===== config.mk =====
export PLATFORM = sky130hd
export DESIGN_NAME = agsf_cell_calc
export DESIGN_NICKNAME = d
export VERILOG_FILES = /design/src/rtl/agsf_pkg.sv /design/src/rtl/agsf_cell_calc.sv
export SDC_FILE = /design/constraint.sdc
export NUM_CORES = 1
export LEC_CHECK = 0
export ABC_AREA = 0
export BUFFER_PORTS_ARGS = -buffer_cell sky130_fd_sc_hd__buf_4
export CAP_MARGIN = 20
export CORE_UTILIZATION = 30
export DETAILED_ROUTE_END_ITERATION = 8
export PLACE_DENSITY = 0.47
export SYNTH_ARGS = -nofsm -noshare
export SYNTH_HDL_FRONTEND = slang
export SYNTH_SLANG_ARGS = --single-unit
export TNS_END_PERCENT = 5

===== constraint.sdc =====
create_clock -name vclk -period 21.1
set_input_delay 2.11 -clock vclk [all_inputs]
set_output_delay 2.11 -clock vclk [all_outputs]
set_load 0.02 [all_outputs]

===== src/rtl/agsf_pkg.sv =====
// Shared types, widths and score helpers for the affine-gap score fill block.
// Used by agsf_cell_calc, agsf_row_mem users and the top level.
// No dependencies.
package agsf_pkg;

  localparam int unsigned ScoreW     = 24;
  localparam int unsigned SubW       = 12;
  localparam int unsigned PenW       = 12;
  localparam int unsigned RowW       = 16;
  localparam int unsigned ColW       = 11;
  localparam int unsigned ProdW      = 28;
  localparam int unsigned SatW       = 26;
  localparam int unsigned ApbAddrW   = 5;
  localparam int unsigned ApbDataW   = 32;
  localparam int unsigned MaxColsDef = 1024;

  localparam logic signed [SatW-1:0] SatHi = 26'sd8388607;
  localparam logic signed [SatW-1:0] SatLo = -26'sd8388608;
  localparam logic [ScoreW-1:0]      ScoreMinBits = 24'h800000;

  typedef enum logic [2:0] {
    RegGapOpen   = 3'd0,
    RegGapExtend = 3'd1,
    RegEndFree   = 3'd2,
    RegRowCount  = 3'd3,
    RegColCount  = 3'd4
  } reg_idx_e;

  // Per-cell position and end-gap flags handed from the sequencer to the cell datapath
  typedef struct packed {
    logic first_row;
    logic first_col;
    logic free_ends;
  } cell_ctl_t;

  function automatic logic signed [ScoreW-1:0] sat_score(input logic signed [SatW-1:0] x);
    logic signed [ScoreW-1:0] r;
    if (x > SatHi) begin
      r = SatHi[ScoreW-1:0];
    end else if (x < SatLo) begin
      r = SatLo[ScoreW-1:0];
    end else begin
      r = x[ScoreW-1:0];
    end
    return r;
  endfunction

  // -(open + prod), clamped at the most negative score
  function automatic logic signed [ScoreW-1:0] boundary_score(input logic [PenW-1:0] open,
                                                              input logic [ProdW-1:0] prod);
    logic [ProdW:0]           sum;
    logic signed [ScoreW-1:0] r;
    sum = {{(ProdW+1-PenW){1'b0}}, open} + {1'b0, prod};
    if (sum > (ProdW+1)'(8388608)) begin
      r = ScoreMinBits;
    end else begin
      r = ~sum[ScoreW-1:0] + ScoreW'(1);
    end
    return r;
  endfunction

endpackage


===== src/rtl/agsf_cell_calc.sv =====
// Gotoh recurrence for one cell: boundary generation, g/e/f terms and best score.
// Depends on agsf_pkg for widths, cell_ctl_t and the saturation helpers.
module agsf_cell_calc
  import agsf_pkg::*;
(
  input  cell_ctl_t                ctl_i,
  input  logic signed [SubW-1:0]   sub_score_i,
  input  logic [PenW-1:0]          gap_open_i,
  input  logic [PenW-1:0]          gap_extend_i,
  input  logic [ProdW-1:0]         row_prod_i,
  input  logic [ProdW-1:0]         col_prod_i,
  input  logic signed [ScoreW-1:0] left_best_i,
  input  logic signed [ScoreW-1:0] left_hgap_i,
  input  logic signed [ScoreW-1:0] diag_best_i,
  input  logic signed [ScoreW-1:0] mem_best_i,
  input  logic signed [ScoreW-1:0] mem_vgap_i,
  output logic signed [ScoreW-1:0] best_o,
  output logic signed [ScoreW-1:0] hgap_o,
  output logic signed [ScoreW-1:0] vgap_o,
  output logic signed [ScoreW-1:0] above_best_o
);

  logic signed [ScoreW-1:0] bnd_row, bnd_row_prev, bnd_col;
  logic signed [ScoreW-1:0] lb, lh, dg, ab, av, g, e, f;
  logic signed [SatW-1:0]   open_s, ext_s, e_max, f_max, lb_open, ab_open;
  logic [ProdW-1:0]         row_prev_prod;

  assign open_s        = SatW'(gap_open_i);
  assign ext_s         = SatW'(gap_extend_i);
  assign row_prev_prod = row_prod_i - ProdW'(gap_extend_i);

  always_comb begin
    if (ctl_i.free_ends) begin
      bnd_row      = '0;
      bnd_row_prev = '0;
      bnd_col      = '0;
    end else begin
      bnd_row      = boundary_score(gap_open_i, row_prod_i);
      bnd_row_prev = boundary_score(gap_open_i, row_prev_prod);
      bnd_col      = boundary_score(gap_open_i, col_prod_i);
    end
  end

  always_comb begin
    if (ctl_i.first_col) begin
      lb = bnd_row;
      lh = bnd_row;
      // corner cell takes a zero diagonal
      dg = ctl_i.first_row ? '0 : bnd_row_prev;
    end else begin
      lb = left_best_i;
      lh = left_hgap_i;
      dg = diag_best_i;
    end
    if (ctl_i.first_row) begin
      ab = bnd_col;
      av = bnd_col;
    end else begin
      ab = mem_best_i;
      av = mem_vgap_i;
    end
  end

  assign lb_open = SatW'(lb) - open_s;
  assign ab_open = SatW'(ab) - open_s;
  assign e_max   = (SatW'(lh) > lb_open) ? SatW'(lh) : lb_open;
  assign f_max   = (SatW'(av) > ab_open) ? SatW'(av) : ab_open;

  assign g = sat_score(SatW'(dg) + SatW'(sub_score_i));
  assign e = sat_score(e_max - ext_s);
  assign f = sat_score(f_max - ext_s);

  always_comb begin
    best_o = g;
    if (e > best_o) begin
      best_o = e;
    end
    if (f > best_o) begin
      best_o = f;
    end
  end

  assign hgap_o       = e;
  assign vgap_o       = f;
  assign above_best_o = ab;

endmodule


Yosys cells after proc, flatten, opt, wreduce, memory -nomap -nowiden
Cells that the tools add are included.
- bits in registers: 0
- bits in latches: 0
- RAM bits: 0
- ROM bits: 0
- bits of input ports: 215
- word-level logic and storage cells: 50
- memories: 0
- add/subtract/negate cells: 12
- multipliers: 0
- div/mod/pow operators: 0
- $lt $le $gt $ge: 13
- equality and inequality tests: 0
- shift operators: 0
- multiplexer cells: 22
- bitwise operators: 3
- reductions and logical operators: 0
- operators with widths (kind ; number):
    24-bit 2-to-1 mux ; 20
    12-bit by 28-bit adder with 29-bit output ; 3
    29-bit by 24-bit > comparator with 1-bit output (second input constant) ; 3
    24-bit by 1-bit adder with 24-bit output (second input constant) ; 3
    24-bit NOT ; 3
    26-bit by 24-bit > comparator with 1-bit output (second input constant) ; 2
    26-bit by 24-bit less-than comparator with 1-bit output (second input constant) ; 2
    26-bit 2-to-1 mux ; 2
    26-bit by 13-bit subtractor with 26-bit output ; 2
    24-bit by 25-bit > comparator with 1-bit output ; 2
    24-bit by 13-bit subtractor with 25-bit output ; 2
    24-bit > comparator ; 2
    28-bit by 12-bit subtractor with 28-bit output ; 1
    24-bit by 12-bit adder with 25-bit output ; 1
    25-bit by 24-bit > comparator with 1-bit output (second input constant) ; 1
    25-bit by 24-bit less-than comparator with 1-bit output (second input constant) ; 1

Depth between registers and ports, before layout
Gate-level depths: netlist of the first run.
- depth in word-level cells: 17
- depth in mapped cells: 107
- gate-level depth less buffers: 95

Worst setup path after synthesis of the first run
Ideal clock, no wire load.
- kind: input-to-output
- start point: input gap_open_i[0]
- end point: output best_o[0]
- arrival time: 20.477 ns
- data required time: 18.990 ns
- path slack: -1.487 ns
- stages: 100
- cells stage by stage: ha_1 inv_1 fa_1 and2b_4 o21ai_4 nand3_2 a311o_4 a311oi_4 o211ai_2 nor3_2 a31oi_1 nor2_1 buf_2 buf_1 a22o_1 ha_1 nor2b_1 o21a_1 [... 64 more ...] o21ai_4 buf_6 mux2i_1 ha_1 a21oi_1 nor2b_1 o21ai_0 nand2b_1 a21oi_1 nor2b_1 o21ai_0 nand2b_1 a21oi_1 o31ai_1 xor2_1 a31oi_1 clkbuf_1 mux2i_1
- cells in the longest elaborated chain, start to end: 17
- elaborated cells between the ends (all ways): 49
- classes of those cells: 11 x add/sub; 13 x order compare; 22 x mux; 3 x bitwise
- RTL lines (what ; RTL line ; RTL):
    start, declared ; agsf_cell_calc.sv:8 ; input logic [PenW-1:0] gap_open_i,
    12-bit by 28-bit adder with 29-bit output ; agsf_pkg.sv:53 ; sum = {{(ProdW+1-PenW){1'b0}}, open} + {1'b0, prod};
    24-bit NOT ; agsf_pkg.sv:57 ; r = ~sum[ScoreW-1:0] + ScoreW'(1);
    24-bit by 1-bit adder with 24-bit output ; agsf_pkg.sv:57 ;
    24-bit 2-to-1 mux ; agsf_pkg.sv:54 ; if (sum > (ProdW+1)'(8388608)) begin
    24-bit 2-to-1 mux ; agsf_cell_calc.sv:33 ; if (ctl_i.free_ends) begin
    24-bit 2-to-1 mux ; agsf_cell_calc.sv:45 ; if (ctl_i.first_col) begin
    24-bit by 13-bit subtractor with 25-bit output ; agsf_cell_calc.sv:64 ; assign lb_open = SatW'(lb) - open_s;
    24-bit by 25-bit > comparator with 1-bit output ; agsf_cell_calc.sv:66 ; assign e_max = (SatW'(lh) > lb_open) ? SatW'(lh) : lb_open;
    [... 2 more ...] ; n/a ;
    26-bit by 24-bit less-than comparator with 1-bit output ; agsf_pkg.sv:40 ; end else if (x < SatLo) begin
    24-bit 2-to-1 mux ; agsf_pkg.sv:40 ;
    24-bit 2-to-1 mux (*) ; agsf_pkg.sv:38 ; if (x > SatHi) begin
    via hgap_o[1] ; agsf_cell_calc.sv:18 ; output logic signed [ScoreW-1:0] hgap_o,
    24-bit > comparator ; agsf_cell_calc.sv:75 ; if (e > best_o) begin
    24-bit 2-to-1 mux (*) ; agsf_cell_calc.sv:75 ;
    24-bit > comparator ; agsf_cell_calc.sv:78 ; if (f > best_o) begin
    24-bit 2-to-1 mux (*) ; agsf_cell_calc.sv:78 ;
    end, declared ; agsf_cell_calc.sv:17 ; output logic signed [ScoreW-1:0] best_o,
The timed path passes the listed nets; every way through them passes the cells marked *.

Worst setup path after layout of the first run
- start point: input gap_open_i[0]
- end point: output best_o[21]
- cells in the longest elaborated chain, start to end: 17
- elaborated cells between the ends (all ways): 49
- classes of those cells: 11 x add/sub; 13 x order compare; 22 x mux; 3 x bitwise
- RTL lines (what ; RTL line ; RTL):
    12-bit by 28-bit adder with 29-bit output ; agsf_pkg.sv:53 ;
    24-bit NOT ; agsf_pkg.sv:57 ;
    24-bit by 1-bit adder with 24-bit output ; agsf_pkg.sv:57 ;
    24-bit 2-to-1 mux ; agsf_pkg.sv:54 ;
    24-bit 2-to-1 mux ; agsf_cell_calc.sv:33 ;
    24-bit 2-to-1 mux ; agsf_cell_calc.sv:45 ;
    24-bit by 13-bit subtractor with 25-bit output ; agsf_cell_calc.sv:64 ;
    24-bit by 25-bit > comparator with 1-bit output ; agsf_cell_calc.sv:66 ;
    26-bit 2-to-1 mux ; agsf_cell_calc.sv:66 ;
    26-bit by 13-bit subtractor with 26-bit output ; agsf_cell_calc.sv:70 ; assign e = sat_score(e_max - ext_s);
    26-bit by 24-bit less-than comparator with 1-bit output ; agsf_pkg.sv:40 ;
    24-bit 2-to-1 mux ; agsf_pkg.sv:40 ;
    24-bit 2-to-1 mux ; agsf_pkg.sv:38 ;
    24-bit > comparator ; agsf_cell_calc.sv:75 ;
    24-bit 2-to-1 mux ; agsf_cell_calc.sv:75 ;
    24-bit > comparator ; agsf_cell_calc.sv:78 ;
    24-bit 2-to-1 mux (*) ; agsf_cell_calc.sv:78 ;
Every way passes the cells marked *; elsewhere a longest branch is shown, timed or not.

==> out/metrics.yaml, run 1 <==
fin_area_um2: 20700
status: "complete, no violations"
first_pass_iters: 6
ys_warn_count: 0
met3WireLength_mm: 3.18
period_minus_slack_ns: 20.55
grt_max_degree: 47
timing_hold_violations_final: 0
clock_buffers: 0
timing.fmax_mhz: 48.7
slew_headroom_pct: 32.6
routed_wirelength_mm: 75.1
first_iter_violations: 1326
crit_type: "primary input to output pin"
p_switching_mw: 1.20
routed.top_layer: "met5"
p_sw_share_pct: 57.2
dieArea_um2: 54400
grt_util_all_layers_pct: 26.3
antenna_found_initial: 1
synthTopCellsByCount: "ha_1 (218), inv_1 (211), nor2_1 (206)"
m1WireLength_mm: 35.2
fin_nets: 3170
seq_area_um2: 0
finalCritPeriodShare_pct: 97.4
critPathMaxStageDelay_ns: 0.54
drive_above_1_share_pct: 23.7
syn2layout_area_growth_pct: 29.3
ir_drop_v: 0.0000994
synthesis.area_um2: 16000
critPathMaxFanout: 9
post-route-drc-count: 0
multi_input_area_um2: 15700
vias: 19000
grt_pass1_vias: 18100
nFlopsAndLatches: 0
io-pin-count: 311
grt_setup_unrepaired: "true"
gr-total-overflow: 0
portBuffers: 311
core_area_um2: 52700
gp_congestion: 0.964
die_x_um: 233
fillers: 5601
postCtsHoldBufs: 0
clkPwrFrac_pct: 0
arrival_ns: 18.44
placed_cells: 3380
ant_nets: 0
ys_seq_area_share_pct: 0
tns_ns: 0
dr_wl_met2_mm: 35.6
intPower_mw: 0.893
layout_setup_ws_ns: 0.551
syn_area_per_cell_um2: 6.76
synth_largest_area_cell: "ha_1"
n_antenna_cell: 0
initial_utilization_pct: 30.5
pwr-share-seq_pct: 0
slowest_stage: "or4_4"
slew_violations: 0
die_h_um: 233
rows: 84
routed_via_density: 5.58
setup.worst_path.end_class: "output pin"
final_cells: 3414
wl_per_cell_um: 22.0
yosys-top-cells-area: "ha_1 (17%), xnor2_1 (7.0%), o21ai_0 (5.4%)"
critPathMostFrequentCell: "o21ai_1"
grt_pass1_wl_mm: 110
p_comb_share_pct: 100.0
dp_slack_ns: -0.387
hp-class: "primary input to output pin"
total_leakage_power_nw: 9.52
synth_most_common_cell: "ha_1"
hpwl_mm: 65.1
max_cap_violations: 0
worstMarginPinSlew_ns: 0.985
yosysUniqueCellTypes: 113
pwr_density_cell_nw_per_um2: 101
required_ns: 18.99
syn_inst: 2374
cp-start-kind: "primary input"
place_area_um2: 19700
netlist.area_leader.share_pct: 17.0
setup_violations: 0
## routing by layer
layer	track usage (%)	vias up
met5	0	-
met4	2.98	2
met3	1.43	39
met2	45.7	487
met1	36.3	9130
li1	-	9389
## path summary, 6_finish.rpt
kind | from | endpoint | slack (ns) | depth (start not counted)
min | mem_best_i[0] | above_best_o[0] | 4.61 | 4
max | gap_open_i[0] | best_o[21] | 0.55 | 87
## cells by family (layout without fill, tap and decap cells)
family | count (synthesis) | after routing | synth area share, %
other | 1 | 4 | 0.0234
AOI/OAI and AO/OA | 791 | 792 | 34.3
and+or+nand+nor | 783 | 783 | 24.5
muxes | 65 | 65 | 4.17
xor gates and xnor gates | 203 | 203 | 11.3
adders and majority gates | 232 | 232 | 18.4
buffers and inverters | 299 | 647 | 7.32
## repair_timing
action	CTS	global route
cloned	0	3
endpoints found under the setup margin	24	24
setup buffers	4	27
pin swaps	2	70
resized for setup	17	153
## metrics by stage
step	power (mW)	hold WS, ns	utilization, %
final	2.09	4.61	39.4
after global routing	2.25	4.64	39.4
after CTS	1.87	4.62	37.6
after detailed placement	1.85	4.62	37.4
after global placement	1.84	4.62	37.4
after floorplan	1.13	4.44	-
## worst max-delay path, delay by kind of cell
| family | cells | cell delay, ns |
|---|---|---|
| AOI/OAI and AO/OA | 47 | 8.83 |
| and+or+nand+nor | 21 | 3.64 |
| adders and majority gates | 8 | 2.02 |
| buffers and inverters | 8 | 1.06 |
| xor gates and xnor gates | 2 | 0.41 |
| muxes | 1 | 0.30 |
## power groups by stage
stage / Combinational [mW] / Sequential, mW / Clock, mW
finish: 2.09 / 0 / 0
global route: 2.25 / 0 / 0
global placement: 1.84 / 0 / 0
detailed placement: 1.85 / 0 / 0
CTS: 1.87 / 0 / 0
floorplan: 1.13 / 0 / 0
## cells in the final DEF (no fill, tap or decap), types with 37 or more instances in the layout
cell type  count
o21ai_1       37
xnor2_1      128
ha_1         207
nor2_1       198
xor2_1        71
o21a_1        40
mux2i_1       41
inv_1        208
buf_4        418
nand3_1       64
a21o_1        79
nand2_1      187
nor3_1        50
o21ai_0      147
a21oi_1      121
nor2b_1       44
## layout make-up
class,instances,share of cell area [%]
Inverter,211,3.84
Timing Repair Buffer,436,16.3
Tap cell,688,4.15
Multi-Input combinational cell,2079,75.7
(Power assumes the default switching activity.)
==> run 2, diff against run 1 <==
--- a/config.mk
+++ b/config.mk
@@ -5,7 +5,7 @@
 export SDC_FILE = /design/constraint.sdc
 export NUM_CORES = 1
 export LEC_CHECK = 0
-export ABC_AREA = 0
+export ABC_AREA = 1
 export BUFFER_PORTS_ARGS = -buffer_cell sky130_fd_sc_hd__buf_4
 export CAP_MARGIN = 20
 export CORE_UTILIZATION = 30
==> out/metrics.yaml, run 2 <==
wl_per_cell_um: 18.5  # was 22.0 µm
clock_buffers: 0  # unchanged
period_minus_slack_ns: 19.41  # was 20.55 ns
timing_hold_violations_final: 0  # unchanged
timing.fmax_mhz: 51.5  # was 48.7 MHz
cp_num_buf_inv: 17  # was 8
critPathMaxStageDelay_ns: 0.43  # was 0.54 ns
antenna_found_initial: 3  # was 1
grt_pass1_vias: 17900  # was 18,100
drive_above_1_share_pct: 15.7  # was 23.7%
dp_slack_ns: 0.153  # was -0.387 ns
required_ns: 18.99  # about the same
tns_ns: 0  # unchanged
gr-total-overflow: 0  # unchanged
final_cell_mix: "nand2_1 (923), inv_1 (343), buf_4 (321)"  # was buf_4 (418), inv_1 (208), ha_1 (207)
synthesis.area_um2: 15500  # was 16,000 µm²
ant_nets: 0  # unchanged
hp-class: "primary input to output pin"  # unchanged
finalCritPeriodShare_pct: 92.0  # was 97.4%
nFlopsAndLatches: 0  # unchanged
layout_setup_ws_ns: 1.69  # was 0.551 ns
cp_top_family: "simple AND/OR/NAND/NOR gates"  # was compound AO/OA/AOI/OAI gates
initial_utilization_pct: 30.3  # was 30.5%
hold_depth: 4  # unchanged
hpwl_mm: 63.0  # was 65.1 mm
final_util_pct: 36.2  # was 39.4%
worstMarginPinSlew_ns: 0.757  # was 0.985 ns
place_area_um2: 18500  # was 19,700 µm²
seq_area_um2: 0  # unchanged
portBuffers: 311  # unchanged
syn_area_per_cell_um2: 5.44  # was 6.76 µm²
cp-start-kind: "primary input"  # unchanged
hold_slack_ns: 4.59  # was 4.61 ns
synthTopCellsByCount: "nand2_1 (923), inv_1 (344), nor2_1 (250)"  # was ha_1 (218), inv_1 (211), nor2_1 (206)
grt_max_degree: 48  # was 47
ys_seq_area_share_pct: 0  # unchanged
syn_inst: 2860  # was 2,374
die_x_um: 230  # was 233 µm
postCtsHoldBufs: 0  # unchanged
slowest_stage: "o21ai_1"  # was or4_4
yosys-top-cells-area: "nand2_1 (22%), ha_1 (18%), inv_1 (8.3%)"  # was ha_1 (17%), xnor2_1 (7.0%), o21ai_0 (5.4%)
grt_util_all_layers_pct: 25.6  # was 26.3%
setup.worst_path.end_class: "output pin"  # unchanged
gp_congestion: 0.944  # was 0.964
max_cap_violations: 0  # unchanged
ir_drop_v: 0.0000875  # was 0.0000994 V
yosysUniqueCellTypes: 61  # was 113
critPathMostFrequentCell: "nand2_1"  # was o21ai_1
pwr_density_cell_nw_per_um2: 96.1  # was 101 nW/µm²
synth_nets: 3302
finalPower_mw: 1.79  # was 2.09 mW
hp-start: "mem_best_i[11]"  # was mem_best_i[0]
total_leakage_power_nw: 10.5  # was 9.52 nW
final_cells: 3809  # was 3,414
routed_via_density: 4.99  # was 5.58
grt_setup_unrepaired: "false"  # was true
fin_area_um2: 18600  # was 20,700 µm²
io-pin-count: 311  # unchanged
post-route-drc-count: 0  # unchanged
fin_nets: 3571  # was 3,170
first_iter_violations: 1090  # was 1,326
crit_type: "primary input to output pin"  # unchanged
grt_pass1_wl_mm: 105  # was 110 mm
status: "complete, no violations"  # unchanged
die_h_um: 230  # was 233 µm
vias: 19000  # about the same
core_area_um2: 51300  # was 52,700 µm²
syn2layout_area_growth_pct: 19.6  # was 29.3%
first_pass_iters: 5  # was 6
routed_wirelength_mm: 70.4  # was 75.1 mm
slew_headroom_pct: 49.4  # was 32.6%
dieArea_um2: 52700  # was 54,400 µm²
slew_violations: 0  # unchanged
synth_largest_area_cell: "nand2_1"  # was ha_1
min_to: "above_best_o[11]"  # was above_best_o[0]
placed_cells: 3803  # was 3,380
arrival_ns: 17.30  # was 18.44 ns
ys_warn_count: 0  # unchanged
rows: 83  # was 84
critPathMaxFanout: 38  # was 9
final_common_cell: "nand2_1"  # was buf_4
netlist.area_leader.share_pct: 22.3  # was 17.0%
synth_most_common_cell: "nand2_1"  # was ha_1
setup_violations: 0  # unchanged
==> run 2: cell count changes in the layout (fill, tap and decap cells not counted), sizes merged, moves of 33 or more <==
| cell | previous run | this run |
|---|---|---|
| o21ai | 198 | 139 |
| mux2i | 54 | 0 |
| buf | 434 | 323 |
| nor2 | 206 | 283 |
| a21o | 81 | 4 |
| xor2 | 72 | 120 |
| o21a | 40 | 7 |
| nor2b | 44 | 0 |
| nand2 | 197 | 973 |
| nand3 | 68 | 239 |
| inv | 210 | 378 |
| xnor2 | 131 | 46 |
| nand4 | 34 | 74 |
==> run 2: metal layers <==
layer	global-route usage, %	up-vias	share of wire, %	wire length, µm
met5	0	-	0	0
met4	4.08	0	1.8	1290
met3	1.07	49	4.4	3070
met2	43.6	510	46	32200
met1	36.1	8572	48	33900
li1	-	9865	-	-
==> run 2: layout make-up <==
| cell class | count | area, µm² |
|---|---|---|
| antenna | 2 | 5.00 |
| fill | 5952 | 32700 |
| inverter | 379 | 1430 |
| multi-input combinational | 2423 | 13900 |
| tap | 680 | 851 |
| timing repair buffer | 323 | 2440 |
| timing repair inverter | 2 | 15.0 |
==> run 2: tightest hold or removal path, cell delays in order <==
cell	delay (ns)
buf_4	0.08
nand2_1	0.04
nand2_1	0.10
buf_4	0.15
==> run 2: logic make-up after synthesis <==
logic type,synth area share [%]
adder cells (fa/ha/maj),18.7
AND/OR/NAND/NOR,47.3
buffers and inverters,11.2
AO/OA/AOI/OAI,13.5
XOR/XNOR,9.35
==> run 2: what timing repair did <==
| action | 4_1_cts | 5_1_grt |
|---|---|---|
| gates resized for setup | 0 | 16 |
| setup buffers | 0 | 1 |
| setup endpoints to repair | 0 | 24 |
==> run 2: worst max-delay path by stage <==
stage                             start         end  slack, ns  depth (start not counted)
after CTS                 gap_open_i[0]   best_o[0]       0.13                         98
after detailed placement  gap_open_i[0]   best_o[0]       0.15                         98
final                     gap_open_i[0]   best_o[0]       1.69                         98
after floorplan           gap_open_i[0]  best_o[10]       3.28                         98
after global placement    gap_open_i[0]   best_o[0]       0.40                        100
after global routing      gap_open_i[0]  best_o[23]       0.04                        102
==> run 2: where the power goes <==
part | switching (mW) | internal [mW] | leakage, nW
clock network | 0 | 0.0000000127 | 0.0000127
registers | 0 | 0 | 0
logic | 1.16 | 0.628 | 10.5
